===== src/drsr_pkg.sv =====
package drsr_pkg;

    localparam int CH_W    = 8;
    localparam int SUM_W   = 16;
    localparam int CNT_W   = 11;
    localparam int DIG_W   = 4;
    localparam int NDIG    = 5;
    localparam int NDIG_W  = 3;

    localparam int MAX_LEN = 1024;

    localparam logic [CNT_W-1:0] CNT_MAX   = {CNT_W{1'b1}};
    localparam logic [CNT_W-1:0] CNT_LIMIT = CNT_W'(MAX_LEN - 1);
    localparam logic [SUM_W-1:0] SUM_MAX   = {SUM_W{1'b1}};

    localparam logic [CH_W-1:0] ASCII_0   = 8'h30;
    localparam logic [CH_W-1:0] ASCII_9   = 8'h39;
    localparam logic [CH_W-1:0] CH_END    = 8'h00;

    // v / 10 == (v * 0xCCCD) >> 19 for every 16-bit v
    localparam logic [15:0] DIV10_MAGIC = 16'hCCCD;
    localparam int          DIV10_SHIFT = 19;

    typedef enum logic [3:0] {
        ST_IDLE = 4'b0001,
        ST_CONV = 4'b0010,
        ST_DIGS = 4'b0100,
        ST_TAIL = 4'b1000
    } state_t;

endpackage


===== src/drsr_ifs.sv =====
interface drsr_in_if;
    logic                       valid;
    logic                       ready;
    logic [drsr_pkg::CH_W-1:0]  ch;

    modport source (output valid, output ch, input ready);
    modport sink   (input valid, input ch, output ready);
endinterface

interface drsr_out_if;
    logic                       valid;
    logic                       ready;
    logic [drsr_pkg::CH_W-1:0]  out_ch;
    logic                       last_of_run;
    logic                       end_of_text;

    modport source (output valid, output out_ch, output last_of_run, output end_of_text,
                    input ready);
    modport sink   (input valid, input out_ch, input last_of_run, input end_of_text,
                    output ready);
endinterface


===== src/digit_run_sum_rewriter_top.sv =====
// Digit run sum rewriter. Text bytes enter one item per byte on din; a zero
// byte ends the text. Each maximal run of ASCII digits comes out as the decimal
// text of the sum of its digit values (saturating at 65535), most significant
// digit first, as soon as the next non-digit or the terminator arrives; every
// other byte is copied. A copied byte is dropped once MAX_LEN - 1 bytes
// (drsr_pkg) have been sent in the current text; sum digits and the closing
// zero byte are never dropped. The closing zero byte carries end_of_text, the
// final result of each input item carries last_of_run, and the terminator
// clears all state for the next text. A digit item is added to the run sum
// as it is accepted. A non-digit or terminator is accepted, then its byte is
// handled in ST_TAIL; when a run is pending, the sum's digits (1 to 5) come
// first: one shared divide-by-ten unit (a constant multiply and
// a subtract) peels one digit per cycle, then one digit per cycle leaves
// through the output register while it is not stalled. din.ready is high only
// while the sequencer is idle; output back-pressure stalls the sequencer.
module digit_run_sum_rewriter_top (
    input  logic        clk,
    input  logic        rst_n,
    drsr_in_if.sink     din,
    drsr_out_if.source  dout
);
    import drsr_pkg::*;

    state_t             state_reg, state_next;
    logic [SUM_W-1:0]   run_sum_reg, run_sum_next;
    logic               in_run_reg, in_run_next;
    logic [CNT_W-1:0]   cnt_reg, cnt_next;
    logic [NDIG_W-1:0]  n_reg, n_next;
    logic [NDIG_W-1:0]  idx_reg, idx_next;
    logic               out_valid_reg, out_valid_next;

    // payload, no reset
    logic [CH_W-1:0]    ch_reg, ch_next;
    logic [SUM_W-1:0]   v_reg, v_next;
    logic [DIG_W-1:0]   dig_reg [NDIG];
    logic [CH_W-1:0]    out_ch_reg, out_ch_next;
    logic               last_reg, last_next;
    logic               eot_reg, eot_next;
    logic               dig_we;

    logic               is_digit;
    logic               slot_free;
    logic [CNT_W-1:0]   cnt_inc;
    logic [SUM_W:0]     sum_add;
    logic [31:0]        prod;
    logic [SUM_W-1:0]   quot;
    logic [SUM_W-1:0]   quot_x10;
    logic [SUM_W-1:0]   rem_full;
    logic [DIG_W-1:0]   rem;

    assign is_digit  = (din.ch >= ASCII_0) && (din.ch <= ASCII_9);
    assign slot_free = !out_valid_reg || dout.ready;
    assign cnt_inc   = (cnt_reg == CNT_MAX) ? cnt_reg : cnt_reg + CNT_W'(1);
    assign sum_add   = {1'b0, run_sum_reg} + (SUM_W+1)'(din.ch - ASCII_0);

    // shared divide-by-ten unit: quotient by reciprocal, remainder by subtract
    assign prod     = v_reg * DIV10_MAGIC;
    assign quot     = SUM_W'(prod >> DIV10_SHIFT);
    assign quot_x10 = (quot << 3) + (quot << 1);
    assign rem_full = v_reg - quot_x10;
    assign rem      = rem_full[DIG_W-1:0];

    always_comb
    begin
        state_next     = state_reg;
        run_sum_next   = run_sum_reg;
        in_run_next    = in_run_reg;
        cnt_next       = cnt_reg;
        n_next         = n_reg;
        idx_next       = idx_reg;
        ch_next        = ch_reg;
        v_next         = v_reg;
        dig_we         = 1'b0;
        out_ch_next    = out_ch_reg;
        last_next      = last_reg;
        eot_next       = eot_reg;
        out_valid_next = out_valid_reg && !dout.ready;

        unique case (state_reg)
            ST_IDLE:
            begin
                if (din.valid)
                begin
                    if (is_digit)
                    begin
                        // accumulate the run, saturating
                        run_sum_next = sum_add[SUM_W] ? SUM_MAX : sum_add[SUM_W-1:0];
                        in_run_next  = 1'b1;
                    end
                    else
                    begin
                        ch_next = din.ch;
                        if (in_run_reg)
                        begin
                            v_next       = run_sum_reg;
                            run_sum_next = '0;
                            in_run_next  = 1'b0;
                            n_next       = '0;
                            state_next   = ST_CONV;
                        end
                        else
                        begin
                            state_next = ST_TAIL;
                        end
                    end
                end
            end
            ST_CONV:
            begin
                // peel one digit, least significant first
                dig_we = 1'b1;
                n_next = n_reg + NDIG_W'(1);
                v_next = quot;
                if ((quot == '0) || (n_reg == NDIG_W'(NDIG - 1)))
                begin
                    idx_next   = n_reg;
                    state_next = ST_DIGS;
                end
            end
            ST_DIGS:
            begin
                if (slot_free)
                begin
                    out_valid_next = 1'b1;
                    out_ch_next    = ASCII_0 + CH_W'(dig_reg[idx_reg]);
                    eot_next       = 1'b0;
                    // last digit closes the item when the copied byte will be dropped
                    last_next      = (idx_reg == '0) && (ch_reg != CH_END)
                                     && !(cnt_inc < CNT_LIMIT);
                    cnt_next       = cnt_inc;
                    if (idx_reg == '0)
                        state_next = ST_TAIL;
                    else
                        idx_next = idx_reg - NDIG_W'(1);
                end
            end
            ST_TAIL:
            begin
                if (ch_reg == CH_END)
                begin
                    if (slot_free)
                    begin
                        out_valid_next = 1'b1;
                        out_ch_next    = CH_END;
                        last_next      = 1'b1;
                        eot_next       = 1'b1;
                        run_sum_next   = '0;
                        in_run_next    = 1'b0;
                        cnt_next       = '0;
                        state_next     = ST_IDLE;
                    end
                end
                else if (cnt_reg < CNT_LIMIT)
                begin
                    if (slot_free)
                    begin
                        out_valid_next = 1'b1;
                        out_ch_next    = ch_reg;
                        last_next      = 1'b1;
                        eot_next       = 1'b0;
                        cnt_next       = cnt_inc;
                        state_next     = ST_IDLE;
                    end
                end
                else
                begin
                    // drop the byte
                    state_next = ST_IDLE;
                end
            end
            default:
            begin
                state_next = ST_IDLE;
            end
        endcase
    end

    always_ff @(posedge clk or negedge rst_n)
    begin
        if (!rst_n)
        begin
            state_reg     <= ST_IDLE;
            run_sum_reg   <= '0;
            in_run_reg    <= 1'b0;
            cnt_reg       <= '0;
            n_reg         <= '0;
            idx_reg       <= '0;
            out_valid_reg <= 1'b0;
        end
        else
        begin
            state_reg     <= state_next;
            run_sum_reg   <= run_sum_next;
            in_run_reg    <= in_run_next;
            cnt_reg       <= cnt_next;
            n_reg         <= n_next;
            idx_reg       <= idx_next;
            out_valid_reg <= out_valid_next;
        end
    end

    always_ff @(posedge clk)
    begin
        ch_reg     <= ch_next;
        v_reg      <= v_next;
        out_ch_reg <= out_ch_next;
        last_reg   <= last_next;
        eot_reg    <= eot_next;
        if (dig_we)
            dig_reg[n_reg] <= rem;
    end

    assign din.ready        = (state_reg == ST_IDLE);
    assign dout.valid       = out_valid_reg;
    assign dout.out_ch      = out_ch_reg;
    assign dout.last_of_run = last_reg;
    assign dout.end_of_text = eot_reg;

endmodule


===== src/flat_wrapper.sv =====
// flat-port wrapper written by rule: the top's interface ports become plain ports
module digit_run_sum_rewriter_top_flat import drsr_pkg::*;
  (clk, rst_n, din_valid, din_ch, din_ready, dout_valid, dout_out_ch, dout_last_of_run, dout_end_of_text, dout_ready);
  drsr_in_if din_i ();
  drsr_out_if dout_i ();
  input  logic clk;
  input  logic rst_n;
  input wire logic [$bits(din_i.valid)-1:0] din_valid;
  input wire logic [$bits(din_i.ch)-1:0] din_ch;
  output wire logic [$bits(din_i.ready)-1:0] din_ready;
  output wire logic [$bits(dout_i.valid)-1:0] dout_valid;
  output wire logic [$bits(dout_i.out_ch)-1:0] dout_out_ch;
  output wire logic [$bits(dout_i.last_of_run)-1:0] dout_last_of_run;
  output wire logic [$bits(dout_i.end_of_text)-1:0] dout_end_of_text;
  input wire logic [$bits(dout_i.ready)-1:0] dout_ready;
  assign din_i.valid = din_valid;
  assign din_i.ch = din_ch;
  assign din_ready = din_i.ready;
  assign dout_valid = dout_i.valid;
  assign dout_out_ch = dout_i.out_ch;
  assign dout_last_of_run = dout_i.last_of_run;
  assign dout_end_of_text = dout_i.end_of_text;
  assign dout_i.ready = dout_ready;
  digit_run_sum_rewriter_top u_core (.clk(clk), .rst_n(rst_n), .din(din_i), .dout(dout_i));
endmodule

===== config.mk =====
export PLATFORM = sky130hd
export DESIGN_NAME = digit_run_sum_rewriter_top_flat
export DESIGN_NICKNAME = d
export VERILOG_FILES = /design/src/drsr_pkg.sv /design/src/drsr_ifs.sv /design/src/digit_run_sum_rewriter_top.sv /design/src/flat_wrapper.sv
export SDC_FILE = /design/constraint.sdc
export NUM_CORES = 1
export LEC_CHECK = 0
export BUFFER_PORTS_ARGS = -buffer_cell sky130_fd_sc_hd__buf_2
export CAP_MARGIN = 20
export CORE_UTILIZATION = 55
export DETAILED_ROUTE_END_ITERATION = 10
export PLACE_DENSITY = 0.85
export SETUP_SLACK_MARGIN = 0.15
export SKIP_CTS_REPAIR_TIMING = 1
export SLEW_MARGIN = 20
export SYNTH_ARGS = -nofsm -noshare
export SYNTH_HDL_FRONTEND = slang
export SYNTH_SLANG_ARGS = --single-unit

===== constraint.sdc =====
create_clock -name clk -period 6.2 [get_ports clk]
set_input_delay 0.31 -clock clk [delete_from_list [all_inputs] [get_ports clk]]
set_output_delay 0.31 -clock clk [all_outputs]
set_load 0.05 [all_outputs]

==> results.yml <==
global_route:
  grt_max_degree: 40
  grt_antenna_before_repair: 0
  grt_pass1_wl_microns: 37500
  grt_pass1_vias: 7556
  gr-total-overflow: 0
  track_usage: 0.261
sta:
  post-route-period-util: 0.990
  tightest_slew_ns: 0.961
  fin_ws_ns: 0.0638
  finalMaxSlewViolations: 0
  rsz0062_at_grt: "true"
  hold_viol: 0
  setup_violations: 0
  min_period_ns: 6.14
  clock.fmax_ghz: 0.163
  skew_ns: 0.0131
  hold_ws_ns: 0.0880
  max-slew-margin-rel: 0.353
  setup_tns_ns: 0
placement:
  place_hpwl_microns: 18700
  portBuffers: 23
  dp_cells: 1266
  pre_cts_ws_ns: -0.0936
  gp_congestion: 1.01
die:
  coreArea_sq_um: 17500
  die_area_sq_um: 18600
  initial_core_util: 0.569
  ios: 24
  die_x_microns: 136
  die_h_microns: 136
  rows: 48
worst_setup_path:
  r2r-start: "u_core.v_reg[1]"
  slowest_stage: "edfxtp_1"
  crit_top_cell: "fa_1"
  worstSetupStartpointType: "flip-flop"
  r2r_slack_ns: 0.06
  cp.buffers_inverters: 7
  crit_family: "adder cells"
  cp_cell_sequence: "ha_4 -> inv_2 -> fa_1 -> inv_1 -> fa_1 -> fa_1 -> fa_1 -> inv_1 -> fa_1 -> inv_2 -> ha_4 -> and4_4 -> buf_6 -> a41oi_4 -> buf_6 -> inv_2 -> and4bb_2 -> o21bai_4 -> a2111oi_4 -> nand4_2 -> nor3_1 -> a211oi_2 -> a21o_1"
  worstSetupEndpointType: "flip-flop"
  timing.rr.end: "u_core.state_reg[1]"
  critical_path_arrival_ns: 6.37
  cp_max_fo: 5
  cp.required_ns: 6.44
  critPathMaxStageDelay_ns: 0.61
  r2r_cells: 23
  criticalPathCategory: "flip-flop to flip-flop"
yosys:
  yosys-top-cells-area: "ha_1 20%, edfxtp_1 16%, fa_1 16%"
  synthFlopType: "edfxtp_1"
  syn-instance-count: 1005
  yosysTopAreaCellShare: 0.197
  yosysSeqAreaShare: 0.261
  synth-async-reset-ratio: 0.419
  synth_edf_count: 54
  ys_ff_latch: 93
  ys_types: 77
  yosysMostFrequentCell: "inv_1"
  synth_top_cell_by_area: "ha_1"
  synthesis.nets: 1254
  yosys-top-cells-count: "184 x inv_1, 157 x ha_1, 83 x nand2_1"
  yosysWarnings: 0
  synth_area_sq_um: 9950
  syn_area_per_cell_sq_um: 9.90
routing:
  wl_met3_microns: 1580
  dr.first_iter.drc_count: 704
  dr.pass1.iters: 5
  dr_total_vias: 8006
  viasPerCell: 6.08
  routed-wl-met2_microns: 13200
  routed.top_layer: "met4"
  ant_nets: 0
  drt-met1-wl_microns: 10500
  wire_per_inst_microns: 20.1
  drc: 0
  drt_wl_total_microns: 26500
clock_tree:
  clk_latency_ns: 0.35
  clock-sinks: 93
  clk_pin_slew_ns: 0.08
  ctsLongestPathBuffers: 2
  cts_buffers: 9
  cts_tree: "done"
  clockRootBuffer: "clkbuf_16"
  h-tree-depth: 3
cells_and_area:
  fin_nets: 1335
  instances_no_fill: 1316
  synthToLayoutAreaGrowth_pct: 17.9
  largest_reg_flops: 20
  diodes: 0
  drive_above_1_share: 0.203
flow_run:
  max-cap-violations: 0
hold_path:
  hold_class: "primary input to asynchronous set/reset pin"
status:
  status: "finished clean"
-- layout by cell type, fill, tap and decap left out, types with 16 or more instances in the layout --
cell,instances
a21oi_1,27
buf_2,23
buf_4,56
dfrtp_1,38
edfxtp_1,54
fa_1,79
ha_1,132
ha_4,24
inv_1,167
inv_2,16
nand2_1,82
nor2_1,46
o21ai_0,52
xnor2_1,18
-- layout make-up --
type                    instances  area, sq um
multi-input cells             710         7210
fillers                      1184         5750
flip-flops and latches         93         2600
inverters                     184          694
repair buffers                 88          646
well taps                     225          282
clock buffers                   9          225
clock inverters                 7         67.6
-- worst max path at each step --
stage,slack (ns),startpoint,to,cells past startpoint
after floorplan,0.23,u_core.v_reg[3],u_core.idx_reg[0],21
after global placement,0.09,u_core.v_reg[11],u_core.state_reg[1],21
after detailed placement,-0.09,u_core.v_reg[11],u_core.dig_reg[4][3],20
after CTS,-0.16,u_core.v_reg[11],u_core.dig_reg[2][3],20
after global routing,-0.11,u_core.v_reg[1],u_core.idx_reg[0],21
final,0.06,u_core.v_reg[1],u_core.state_reg[1],23
-- per-layer routing --
| metal | vias up | GRT usage |
|---|---|---|
| met2 | 391 | 0.439 |
| met5 | - | 0 |
| met1 | 3881 | 0.346 |
| li1 | 3625 | - |
| met4 | 0 | 0.0957 |
| met3 | 109 | 0.0291 |
-- worst register-to-register path: stages (launching register included) --
cell,delay [ns]
edfxtp_1,0.61
ha_4,0.22
inv_2,0.05
fa_1,0.55
inv_1,0.06
fa_1,0.51
fa_1,0.46
fa_1,0.50
inv_1,0.05
fa_1,0.51
inv_2,0.05
ha_4,0.23
and4_4,0.22
buf_6,0.12
a41oi_4,0.32
buf_6,0.18
inv_2,0.03
and4bb_2,0.32
o21bai_4,0.09
a2111oi_4,0.30
nand4_2,0.18
nor3_1,0.22
a211oi_2,0.07
a21o_1,0.19
-- logic make-up (layout without fill, tap and decap cells) --
group	count (synthesis)	after routing	share of synthesized area
flip-flops	93	93	0.261
AND/OR/NAND/NOR	235	235	0.118
buffers and inverters	202	288	0.0766
multiplexers	14	14	0.0197
adder cells (fa/ha/maj)	237	237	0.358
XOR/XNOR	35	35	0.0308
AO/OA/AOI/OAI	189	189	0.135
-- stage by stage --
step           cell area (sq um)  utilization
2_1_floorplan               9950            -
6_report                   11700        0.671
5_1_grt                    11700        0.671
3_3_place_gp               10500        0.601
4_1_cts                    10800        0.618
3_5_place_dp               10500        0.601
Power is not shown: default switching activity piles up to over one toggle a cycle in this logic, so the estimate is an artifact.
